[src/hdl/lrucc_pkg.sv]
// ----------------------------------------------------------------------------
// LRU cache cost counter package
// Shared widths, constants, cell control type and state encoding.
// ----------------------------------------------------------------------------
package lrucc_pkg;

  localparam int KEY_W  = 64;
  localparam int COST_W = 32;
  localparam int CFG_W  = 6;

  // Bytes above this code are folded to upper case.
  localparam logic [7:0] FOLD_LIMIT  = 8'h5A;
  // Distance from a lower-case letter to its upper-case form.
  localparam logic [7:0] CASE_OFFSET = 8'h20;

  localparam logic [COST_W-1:0] HIT_COST  = 32'd1;
  localparam logic [COST_W-1:0] MISS_COST = 32'd5;

  // Control broadcast from the sequencer to every cell.
  typedef struct packed {
    logic compare;  // capture the match result for the presented key
    logic update;   // move the recency order one place where selected
  } cell_ctrl_t;

  typedef enum logic {
    ST_IDLE,
    ST_UPDATE
  } state_t;

  // Fold one character to upper case.
  function automatic logic [7:0] fold_byte(input logic [7:0] ch);
    fold_byte = (ch > FOLD_LIMIT) ? ch - CASE_OFFSET : ch;
  endfunction

endpackage

[src/hdl/lrucc_ifs.sv]
// ----------------------------------------------------------------------------
// LRU cache cost counter channels
// Valid/ready channels for lookup requests and cost responses.
// ----------------------------------------------------------------------------
interface lrucc_req_if import lrucc_pkg::*; ();
  logic             valid;
  logic             ready;
  logic [KEY_W-1:0] key_chars;

  modport source (output valid, output key_chars, input ready);
  modport sink   (input valid, input key_chars, output ready);
endinterface

interface lrucc_rsp_if import lrucc_pkg::*; ();
  logic              valid;
  logic              ready;
  logic              hit;
  logic [COST_W-1:0] total_cost;

  modport source (output valid, output hit, output total_cost, input ready);
  modport sink   (input valid, input hit, input total_cost, output ready);
endinterface

[src/hdl/lrucc_cell.sv]
// ----------------------------------------------------------------------------
// LRU cache cell
// One place of the recency-ordered key row: stores a key, compares it with
// the looked-up key, and takes its neighbour's key when the row moves.
// ----------------------------------------------------------------------------
module lrucc_cell import lrucc_pkg::*; #(
  parameter int IW  = 5,
  parameter int IDX = 0
) (
  input  logic             clk,
  input  logic             rst,
  input  cell_ctrl_t       ctrl,
  input  logic [KEY_W-1:0] cmp_key,
  input  logic [IW-1:0]    stop_idx,
  input  logic [KEY_W-1:0] prev_key,
  input  logic             prev_valid,
  output logic [KEY_W-1:0] key,
  output logic             valid,
  output logic             match
);

  logic take;

  // Every place up to and including the stop place takes its neighbour's entry.
  assign take = ctrl.update && (IW'(IDX) <= stop_idx);

  // Key storage; only read behind the valid bit.
  always_ff @(posedge clk) begin
    if (take) begin
      key <= prev_key;
    end
  end

  // Occupancy and match flags.
  always_ff @(posedge clk) begin
    if (rst) begin
      valid <= 1'b0;
      match <= 1'b0;
    end else begin
      if (take) begin
        valid <= prev_valid;
      end
      if (ctrl.compare) begin
        match <= valid && (key == cmp_key);
      end
    end
  end

endmodule

[src/hdl/lru_cache_hit_cost_counter_top.sv]
// ----------------------------------------------------------------------------
// LRU cache hit cost counter
// Fully associative LRU key cache held as a recency-ordered row of cells.
// ----------------------------------------------------------------------------
// Usage:
//   req carries one key of packed ASCII characters (first character in the
//   top byte). rsp returns the hit flag and the running, saturating cost
//   (1 per hit, 5 per miss). cfg_we/cfg_wdata set the number of entries in
//   use; write it only while the block is idle. Zero turns the cache off.
// Timing:
//   A transfer on req is taken in the idle state; all cells compare the
//   folded key in that same cycle. In the update state, once rsp is free,
//   the row of cells moves its recency order by one place and the result
//   is registered into rsp. A new key is taken only once the previous
//   update is done. The pace is set by the compare-then-reorder of the
//   cell row.
// Stalls and reset:
//   While a response waits on rsp, one further key may be taken; its update
//   then holds until the waiting response is transferred.
//   Reset empties the cache, clears the cost and sets the size to zero.
// ----------------------------------------------------------------------------
module lru_cache_hit_cost_counter_top import lrucc_pkg::*; #(
  parameter int ENTRIES   = 32,
  parameter int KEY_CHARS = 8
) (
  input  logic             clk,
  input  logic             rst,
  input  logic             cfg_we,
  input  logic [CFG_W-1:0] cfg_wdata,
  lrucc_req_if.sink        req,
  lrucc_rsp_if.source      rsp
);

  localparam int IW = (ENTRIES > 1) ? $clog2(ENTRIES) : 1;
  localparam int CW = $clog2(ENTRIES + 1);
  localparam int LW = (CW > CFG_W) ? CW : CFG_W;

  state_t            state;
  state_t            state_next;
  logic [CFG_W-1:0]  cache_entries;
  logic [KEY_W-1:0]  key_fold;
  logic [KEY_W-1:0]  key_q;
  logic [CW-1:0]     count;
  logic [COST_W-1:0] cost_sum;
  logic              rsp_valid;
  logic              rsp_hit;

  logic              req_take;
  logic              rsp_free;
  logic              go;
  logic              cache_off;
  logic [LW-1:0]     limit;
  logic              grow;
  logic              hit;
  logic [IW-1:0]     hit_idx;
  logic [IW-1:0]     stop_idx;
  logic [COST_W:0]   cost_sum_wide;
  logic [COST_W-1:0] cost_add;
  cell_ctrl_t        ctrl;

  logic [KEY_W-1:0]  cell_key [ENTRIES];
  logic [ENTRIES-1:0] cell_valid;
  logic [ENTRIES-1:0] cell_match;

  // Handshake qualifiers.
  assign req.ready = (state == ST_IDLE);
  assign req_take  = req.valid && req.ready;
  assign rsp_free  = !rsp_valid || rsp.ready;

  // Fold the incoming key to upper case; unused low characters read as zero.
  always_comb begin
    key_fold = '0;
    for (int b = 0; b < 8; b++) begin
      if (b < KEY_CHARS) begin
        key_fold[KEY_W-1-8*b -: 8] = fold_byte(req.key_chars[KEY_W-1-8*b -: 8]);
      end
    end
  end

  // Configuration register and the captured key.
  always_ff @(posedge clk) begin
    if (rst) begin
      cache_entries <= '0;
    end else if (cfg_we) begin
      cache_entries <= cfg_wdata;
    end
  end

  always_ff @(posedge clk) begin
    if (req_take) begin
      key_q <= key_fold;
    end
  end

  // Sequencer state register.
  always_ff @(posedge clk) begin
    if (rst) begin
      state <= ST_IDLE;
    end else begin
      state <= state_next;
    end
  end

  // Next state: compare on the request edge, reorder once the output is free.
  always_comb begin
    state_next   = state;
    ctrl.compare = 1'b0;
    go           = 1'b0;
    unique case (state)
      ST_IDLE: begin
        ctrl.compare = req_take;
        if (req_take) begin
          state_next = ST_UPDATE;
        end
      end
      ST_UPDATE: begin
        go = rsp_free;
        if (rsp_free) begin
          state_next = ST_IDLE;
        end
      end
      default: begin
        state_next = ST_IDLE;
      end
    endcase
    // The row only moves while the cache is switched on.
    ctrl.update = go && !cache_off;
  end

  // Size in use, capped at the number of cells.
  always_comb begin
    limit = LW'(cache_entries);
    if (limit > LW'(ENTRIES)) begin
      limit = LW'(ENTRIES);
    end
  end

  assign cache_off = (cache_entries == '0);
  assign grow      = LW'(count) < limit;
  assign hit       = !cache_off && (|cell_match);

  // Place of the matching cell; at most one cell can match.
  always_comb begin
    hit_idx = '0;
    for (int i = 0; i < ENTRIES; i++) begin
      if (cell_match[i]) begin
        hit_idx = hit_idx | IW'(i);
      end
    end
  end

  // Last place that moves: the hit, the first empty place, or the oldest entry.
  always_comb begin
    if (hit) begin
      stop_idx = hit_idx;
    end else if (grow) begin
      stop_idx = IW'(count);
    end else begin
      stop_idx = IW'(count - CW'(1));
    end
  end

  // Row of cells, most recent at place zero.
  for (genvar i = 0; i < ENTRIES; i++) begin : g_cell
    logic [KEY_W-1:0] prev_key;
    logic             prev_valid;

    if (i == 0) begin : g_head
      assign prev_key   = key_q;
      assign prev_valid = 1'b1;
    end else begin : g_body
      assign prev_key   = cell_key[i-1];
      assign prev_valid = cell_valid[i-1];
    end

    lrucc_cell #(
      .IW  (IW),
      .IDX (i)
    ) u_cell (
      .clk        (clk),
      .rst        (rst),
      .ctrl       (ctrl),
      .cmp_key    (key_fold),
      .stop_idx   (stop_idx),
      .prev_key   (prev_key),
      .prev_valid (prev_valid),
      .key        (cell_key[i]),
      .valid      (cell_valid[i]),
      .match      (cell_match[i])
    );
  end

  // Occupancy grows on a miss while below the size in use.
  always_ff @(posedge clk) begin
    if (rst) begin
      count <= '0;
    end else if (ctrl.update && !hit && grow) begin
      count <= count + CW'(1);
    end
  end

  // Running cost with saturation.
  assign cost_add      = hit ? HIT_COST : MISS_COST;
  assign cost_sum_wide = {1'b0, cost_sum} + {1'b0, cost_add};

  always_ff @(posedge clk) begin
    if (rst) begin
      cost_sum <= '0;
    end else if (go) begin
      cost_sum <= cost_sum_wide[COST_W] ? '1 : cost_sum_wide[COST_W-1:0];
    end
  end

  // Response register.
  always_ff @(posedge clk) begin
    if (rst) begin
      rsp_valid <= 1'b0;
      rsp_hit   <= 1'b0;
    end else if (go) begin
      rsp_valid <= 1'b1;
      rsp_hit   <= hit;
    end else if (rsp.ready) begin
      rsp_valid <= 1'b0;
    end
  end

  assign rsp.valid      = rsp_valid;
  assign rsp.hit        = rsp_hit;
  assign rsp.total_cost = cost_sum;

  // A response appears only from the update state.
  assert property (@(posedge clk) disable iff (rst)
    $rose(rsp_valid) |-> $past(state == ST_UPDATE))
    else $error("response raised outside the update state");

  // Occupied cells always form the count.
  assert property (@(posedge clk) disable iff (rst)
    $countones(cell_valid) == int'(count))
    else $error("cell occupancy differs from the count");

  // Stored keys are unique, so at most one cell matches.
  assert property (@(posedge clk) disable iff (rst)
    state == ST_UPDATE |-> $onehot0(cell_match))
    else $error("more than one cell matched");

  // The count never passes the number of cells.
  assert property (@(posedge clk) disable iff (rst)
    int'(count) <= ENTRIES)
    else $error("count beyond the number of cells");

endmodule
[src/flat_wrapper.sv]
// flat-port wrapper written by rule: the top's interface ports become plain ports
module lru_cache_hit_cost_counter_top_flat import lrucc_pkg::*;
#(
  parameter int ENTRIES   = 32,
  parameter int KEY_CHARS = 8
)
  (clk, rst, cfg_we, cfg_wdata, req_valid, req_key_chars, req_ready, rsp_valid, rsp_hit, rsp_total_cost, rsp_ready);
  lrucc_req_if req_i ();
  lrucc_rsp_if rsp_i ();
  input  logic clk;
  input  logic rst;
  input  logic cfg_we;
  input  logic [CFG_W-1:0] cfg_wdata;
  input wire logic [$bits(req_i.valid)-1:0] req_valid;
  input wire logic [$bits(req_i.key_chars)-1:0] req_key_chars;
  output wire logic [$bits(req_i.ready)-1:0] req_ready;
  output wire logic [$bits(rsp_i.valid)-1:0] rsp_valid;
  output wire logic [$bits(rsp_i.hit)-1:0] rsp_hit;
  output wire logic [$bits(rsp_i.total_cost)-1:0] rsp_total_cost;
  input wire logic [$bits(rsp_i.ready)-1:0] rsp_ready;
  assign req_i.valid = req_valid;
  assign req_i.key_chars = req_key_chars;
  assign req_ready = req_i.ready;
  assign rsp_valid = rsp_i.valid;
  assign rsp_hit = rsp_i.hit;
  assign rsp_total_cost = rsp_i.total_cost;
  assign rsp_i.ready = rsp_ready;
  lru_cache_hit_cost_counter_top #(.ENTRIES(ENTRIES), .KEY_CHARS(KEY_CHARS)) u_core (.clk(clk), .rst(rst), .cfg_we(cfg_we), .cfg_wdata(cfg_wdata), .req(req_i), .rsp(rsp_i));
endmodule
[config.mk]
export PLATFORM = sky130hd
export DESIGN_NAME = lru_cache_hit_cost_counter_top_flat
export DESIGN_NICKNAME = d
export VERILOG_FILES = /design/src/hdl/lrucc_pkg.sv /design/src/hdl/lrucc_ifs.sv /design/src/hdl/lrucc_cell.sv /design/src/hdl/lru_cache_hit_cost_counter_top.sv /design/src/flat_wrapper.sv
export SDC_FILE = /design/constraint.sdc
export NUM_CORES = 2
export LEC_CHECK = 0
export BUFFER_PORTS_ARGS = -buffer_cell sky130_fd_sc_hd__buf_2
export CAP_MARGIN = 20
export CORE_ASPECT_RATIO = 0.7
export CORE_MARGIN = 4
export CORE_UTILIZATION = 40
export DETAILED_ROUTE_END_ITERATION = 16
export PLACE_DENSITY_LB_ADDON = 0.2
export SLEW_MARGIN = 10
export SYNTH_ARGS = -nofsm -noshare
export SYNTH_HDL_FRONTEND = slang
export SYNTH_SLANG_ARGS = --single-unit
[constraint.sdc]
create_clock -name clk -period 6.97 [get_ports clk]
set_input_delay 0.3485 -clock clk [delete_from_list [all_inputs] [get_ports clk]]
set_output_delay 0.3485 -clock clk [all_outputs]
set_load 0.05 [all_outputs]
# Yosys cells after proc, flatten, opt, wreduce, memory -nomap -nowiden
# Cells that the tools add are included.
[word_totals]
regBits = 2223
input_bits = 75
out_inout_bits = 35
word_cells = 494
[op_classes]
addsub = 11
order_cmp = 42
n_eq_ne = 32
n_mux = 193
bitwise_logic = 1
n_reduce_logical = 112
[op_table]
columns = ["cell", "count"]
rows = [
  ["$eq 64x64->1", 32],
  ["$mux 1", 142],
  ["$mux 32", 3],
  ["$mux 5", 19],
  ["$le 5x5->1 const A", 16],
  ["$reduce_bool 2->1", 36],
  ["$logic_and 1x1->1", 69],
  ["$gt 8x7->1 const B", 8],
  ["$mux 8", 8],
  ["$sub 8x6->8 const B", 8],
  ["$le 4x5->1 const A", 8],
  ["$add 32x32->33", 1],
  ["$mux 4", 8],
  ["$reduce_or 32->1", 1],
  ["$mux 6", 5],
  ["$le 3x5->1 const A", 4],
  ["$mux 3", 5],
  ["$le 1x5->1 const A", 2],
  ["$le 2x5->1 const A", 2],
  ["$add 6x1->6 const B", 1],
  ["$gt 6x6->1 const B", 1],
  ["$logic_not 6->1", 1],
  ["$lt 6x6->1", 1],
  ["$sub 5x1->5 const B", 1],
  ["other kinds (6)", 9],
]

# Depth between registers and ports, before layout
[depth]
ltp_word = 36
ltp_mapped = 14
mapped_depth_nobuf = 13

# By module
# From an unflattened synthesis, not the netlist that was laid out.
[unflattened]
hier_cells = 6173
hier_area_um2 = 94545.7
[by_module_without_submodules]
columns = ["module", "n_inst", "cells_each", "area_each_um2", "seq_area_each_um2"]
rows = [
  ["lrucc_cell at u_core.g_cell[23].u_cell ...", 2, 179, 2797.7, 1961.9],
  ["lrucc_cell at u_core.g_cell[12].u_cell ...", 2, 175, 2766.4, 1961.9],
  ["lru_cache_hit_cost_counter_top", 1, 510, 5322.6, 2862.7],
  ["lrucc_cell at u_core.g_cell[21].u_cell", 1, 179, 2824.0, 1961.9],
  ["lrucc_cell at u_core.g_cell[11].u_cell", 1, 186, 2822.7, 1961.9],
  ["lrucc_cell at u_core.g_cell[10].u_cell", 1, 181, 2820.2, 1961.9],
  ["lrucc_cell at u_core.g_cell[6].u_cell", 1, 181, 2817.7, 1961.9],
  ["lrucc_cell at u_core.g_cell[14].u_cell", 1, 181, 2816.5, 1961.9],
  ["lrucc_cell at u_core.g_cell[17].u_cell", 1, 177, 2813.9, 1961.9],
  ["lrucc_cell at u_core.g_cell[18].u_cell", 1, 180, 2813.9, 1961.9],
  ["lrucc_cell at u_core.g_cell[16].u_cell", 1, 181, 2812.7, 1961.9],
  ["lrucc_cell at u_core.g_cell[5].u_cell", 1, 183, 2812.7, 1961.9],
  ["lrucc_cell at u_core.g_cell[9].u_cell", 1, 182, 2812.7, 1961.9],
  ["lrucc_cell at u_core.g_cell[24].u_cell", 1, 174, 2810.2, 1961.9],
  ["17 more rows", "n/a", "n/a", "n/a", "n/a"],
]

# Worst setup path after synthesis
# Ideal clock, no wire load.
[synth_timing]
kind = "register -> register"
start = "reg u_core.rsp_valid, in the netlist u_core.rsp.valid"
end = "reg u_core.g_cell[13].u_cell.key[0], enable pin"
setup_ns = 0.427
t_arrival_ns = 6.176
required_ns = 6.543
setup_slack_ns = 0.367
path_stages_with_launch = 8
path_buffers = 0
period_less_slack_ns = 6.603
cell_sequence = "dfxtp_1 nand2b_1 and2_1 nand2_1 inv_1 o211ai_2 o21ai_2 or2_1"
[synth_between]
elab_chain_len = 5
[synth_lines]
columns = ["element", "line", "rtl"]
rows = [
  ["start: declaration", "lru_cache_hit_cost_counter_top.sv:45", "logic rsp_valid;"],
  ["start signal: assignment", "lru_cache_hit_cost_counter_top.sv:217", "rsp_valid <= 1'b0;"],
  ["start signal: assignment", "lru_cache_hit_cost_counter_top.sv:220", "rsp_valid <= 1'b1;"],
  ["start signal: assignment", "lru_cache_hit_cost_counter_top.sv:223", "rsp_valid <= 1'b0;"],
  ["$logic_not 1->1", "lru_cache_hit_cost_counter_top.sv:68", "assign rsp_free = !rsp_valid || rsp.ready;"],
  ["$logic_or 1x1->1", "lru_cache_hit_cost_counter_top.sv:68", ""],
  ["$mux 1", "lru_cache_hit_cost_counter_top.sv:109", "unique case (state)"],
  ["$logic_and 1x1->1", "lru_cache_hit_cost_counter_top.sv:127", "ctrl.update = go && !cache_off;"],
  ["$logic_and 1x1->1", "lrucc_cell.sv:25", "assign take = ctrl.update && (IW'(IDX) <= stop_idx);"],
  ["net u_core.g_cell[13].u_cell.take", "lrucc_cell.sv:22", "logic take;"],
  ["end signal: assignment", "lrucc_cell.sv:30", "key <= prev_key;"],
  ["end: declaration", "lrucc_cell.sv:17", "output logic [KEY_W-1:0] key,"],
]
# The timed path passes the listed nets, and every way through them passes these cells.
# A chain may end at the register's enable or synchronous reset.

# Worst setup path in the final report
[layout_timing]
start = "in req_key_chars[4]"
end = "reg u_core.g_cell[4].u_cell.match"
[layout_between]
elab_chain_len = 6
elab_cells_between_ends = 7
cone_classes = "1 x add/sub; 1 x order compare; 1 x eq/ne; 3 x mux; 1 x reduce/logical"
[layout_lines]
columns = ["element", "line", "rtl"]
rows = [
  ["start: declaration", "flat_wrapper.sv:15", "input wire logic [$bits(req_i.key_chars)-1:0] req_key_chars;"],
  ["$sub 8x6->8 / $gt 8x7->1 (equally long branches)", "lrucc_pkg.sv:32", "fold_byte = (ch > FOLD_LIMIT) ? ch - CASE_OFFSET : ch;"],
  ["$mux 8 (*)", "lrucc_pkg.sv:32", ""],
  ["$eq 64x64->1 (*)", "lrucc_cell.sv:44", "match <= valid && (key == cmp_key);"],
  ["$logic_and 1x1->1 (*)", "lrucc_cell.sv:44", ""],
  ["$mux 1 (*)", "lrucc_cell.sv:43", "if (ctrl.compare) begin"],
  ["$mux 1 (*)", "lrucc_cell.sv:36", "if (rst) begin"],
  ["end signal: assignment", "lrucc_cell.sv:44", ""],
  ["end: declaration", "lrucc_cell.sv:19", "output logic match"],
]
# Mark *: on every way between the ends. The rest lies on a longest branch, timed or not. The select of a mux whose other input is x is not followed.

==> impl_metrics.json <==
{
  "mostFrequentLayoutCells": "edfxtp_1 (2112), xnor2_1 (1072), xor2_1 (857)",
  "drt_iter0_drc": 8636,
  "io_buffers": 109,
  "synth_top_area_frac": 0.676,
  "slowest_stage": "o31ai_1",
  "initial_core_util": 0.403,
  "vdd_drop_max_mv": 0.223,
  "grt_overflow": 0,
  "place_area_mm2": 0.0993,
  "startpoint_type": "primary input",
  "crit_arrival_ns": 5.44,
  "outcome": "finished clean",
  "yosysWarnings": 0,
  "wirelength_um": 316000,
  "fin_crit_sh": 0.685,
  "post-route-util": 0.458,
  "rsz0062_at_grt": "false",
  "drive_gt1_frac": 0.109,
  "gp_congestion": 0.931,
  "die_x_um": 587,
  "dp_hpwl_um": 233000,
  "crit_buf_inv": 4,
  "firstDrtPassIters": 8,
  "tns_ns": 0,
  "relSlewSlack": 0.185,
  "fmax_mhz": 209,
  "final_common_cell": "edfxtp_1",
  "vias": 55200,
  "clockRootBuffer": "clkbuf_16",
  "hold_class": "primary input to register",
  "grt_pass1_vias": 52700,
  "finalCriticalPeriod_ns": 4.77,
  "final_max_slew_viol_count": 0,
  "yosys.area.top_type": "edfxtp_1",
  "finClkSkew_ns": 0.0793,
  "ioPinCount": 110,
  "whs_ns": 0.0672,
  "cts_made_buffers": 215,
  "critical_path_required_ns": 7.63,
  "synthTopCellsByArea": "edfxtp_1 (68%), xnor2_1 (10%), xor2_1 (8.0%)",
  "core_mm2": 0.233,
  "dp_slack_ns": 1.97,
  "slowest_delay_ns": 0.93,
  "cts_setup_buffers": 0,
  "ys_seq_area_frac": 0.700,
  "die_area_mm2": 0.242,
  "path_max_fanout": 30,
  "syn_area_mm2": 0.0938,
  "power_leakage_nw": 33.6,
  "cts_tree": "built",
  "cts.sinks": 2223,
  "clock_latency_ns": 0.89,
  "final_area_mm2": 0.107,
  "synth_nets": 6146,
  "grt_usage": 0.254,
  "end_kind": "register",
  "met2_length_um": 129000,
  "synth_top_flop_cell": "edfxtp_1",
  "setup_violations": 0,
  "crit_type": "primary input to register",
  "wl_per_cell_um": 33.0,
  "synthCells": 6054,
  "hold_viol": 0,
  "worst_pin_slew_ns": 1.22,
  "crit_top_cell": "buf_4",
  "maxCapViolations": 0,
  "route.detailed.drc": 0,
  "synth_cell_types": 91,
  "num_rows": 148,
  "clockBufferDepth": 4,
  "die_y_um": 413,
  "antenna_found_initial": 35,
  "grt_max_degree": 70,
  "htreeDepth": 4,
  "synth_edf_count": 2112,
  "path_cells": "dlygate4sd3_1, buf_4, buf_4, a31oi_1, o31ai_4, buf_4, xor2_1, a2111oi_0, nand4_1, o31ai_1",
  "met1Wirelength_um": 143000,
  "path_delay_family": "compound AO/OA/AOI/OAI gates",
  "setup_ws_ns": 2.20,
  "grt_pass1_wl_um": 431000,
  "drt-vias-per-instance": 5.75,
  "syn_avg_cell_area_um2": 15.5,
  "wl_met3_um": 34200,
  "async_flop_share": 0,
  "power_density_mw_per_mm2": 284,
  "syn_to_final_growth_pct": 13.6,
  "top_layer": "met5",
  "ant_nets": 0,
  "clk_pin_slew_ns": 0.06,
  "ys_ff_latch": 2223,
  "nets": 6417
}
-- per-layer routing --
| layer | GRT usage | up-vias |
|---|---|---|
| met3 | 0.0583 | 463 |
| met2 | 0.358 | 3180 |
| met1 | 0.391 | 28500 |
| met4 | 0.0679 | 4 |
| li1 | - | 23000 |
| met5 | 0 | - |
-- power by group --
group	switching [mW]	internal, mW
Clock	5.16	6.70
Sequential	0.409	15.2
Combinational	1.89	0.872
Total	7.46	22.8
-- stage by stage --
stage / total power, mW / instances
after floorplan: 17.4 / 6054
after global placement: 18.6 / 9153
after detailed placement: 18.6 / 9157
after CTS: 30.4 / 9573
after global routing: 31.1 / 9579
final: 30.2 / 9586
-- worst paths after layout --
kind	start	endpoint	slack [ns]	depth (start not counted)
setup / recovery	req_key_chars[4]	u_core.g_cell[4].u_cell.match$_SDFFE_PP0P_	2.20	10
setup reg to reg	u_core.cache_entries[5]$_SDFFE_PP0P_	u_core.g_cell[27].u_cell.valid$_SDFFE_PP0P_	2.40	12
hold reg to reg	u_core.g_cell[0].prev_key[14]$_DFFE_PP_	u_core.g_cell[0].u_cell.key[14]$_DFFE_PP_	0.42	0
hold / removal	req_key_chars[52]	u_core.g_cell[0].prev_key[52]$_DFFE_PP_	0.07	1
-- synthesized netlist by cell type (all sizes together), types with 12 or more instances --
| master | count |
|---|---|
| nor4 | 281 |
| mux2i | 37 |
| dfxtp | 111 |
| nor3 | 74 |
| nor2 | 116 |
| edfxtp | 2112 |
| a31oi | 20 |
| o31ai | 12 |
| clkbuf | 70 |
| xor2 | 857 |
| ha | 17 |
| o2bb2ai | 20 |
| nand2b | 18 |
| o2111ai | 31 |
| nand3 | 67 |
| o21ai | 87 |
| xnor2 | 1072 |
| a22o | 30 |
| inv | 115 |
| nand4 | 303 |
| a2111oi | 13 |
| buf | 199 |
| a21oi | 84 |
| o22ai | 45 |
| nand2 | 93 |
| a221oi | 19 |
-- cell families (layout without fill, tap and decap cells) --
family | after synthesis | in the layout | synth area share
DFF | 2223 | 2223 | 0.700
xor gates and xnor gates | 1929 | 1929 | 0.180
and+or+nand+nor | 1018 | 1018 | 0.0617
AOI/OAI and AO/OA | 440 | 440 | 0.0343
buffers and inverters | 389 | 834 | 0.0178
muxes | 38 | 38 | 0.00407
adders and majority gates | 17 | 17 | 0.00227
other | 0 | 12 | 0
-- timing repair --
item                      in CTS  in global routing
hold endpoints to repair      27                  0
resized for setup              0                  0
hold buffers                  25                  0
-- cell type report --
type,instances,area [um^2]
inverters,120,455
clock inverters,101,1040
well taps,3075,3850
fillers,20200,126000
multi-input cells,3442,27000
diodes,12,30.0
repair buffers,323,2610
flip-flops and latches,2223,65600
clock buffers,290,5940
-- state kept, by name, summed over array words and instances (netlist names), 6 cells and up --
signal and count:
u_core.g_cell.prev_key 64, u_core.count 6, u_core.g_cell.u_cell.match 32, u_core.cache_entries 6, u_core.g_cell.u_cell.key 2048, u_core.g_cell.u_cell.valid 32
u_core.rsp.total_cost 32
Note: power is estimated with default switching activity, not from simulation.
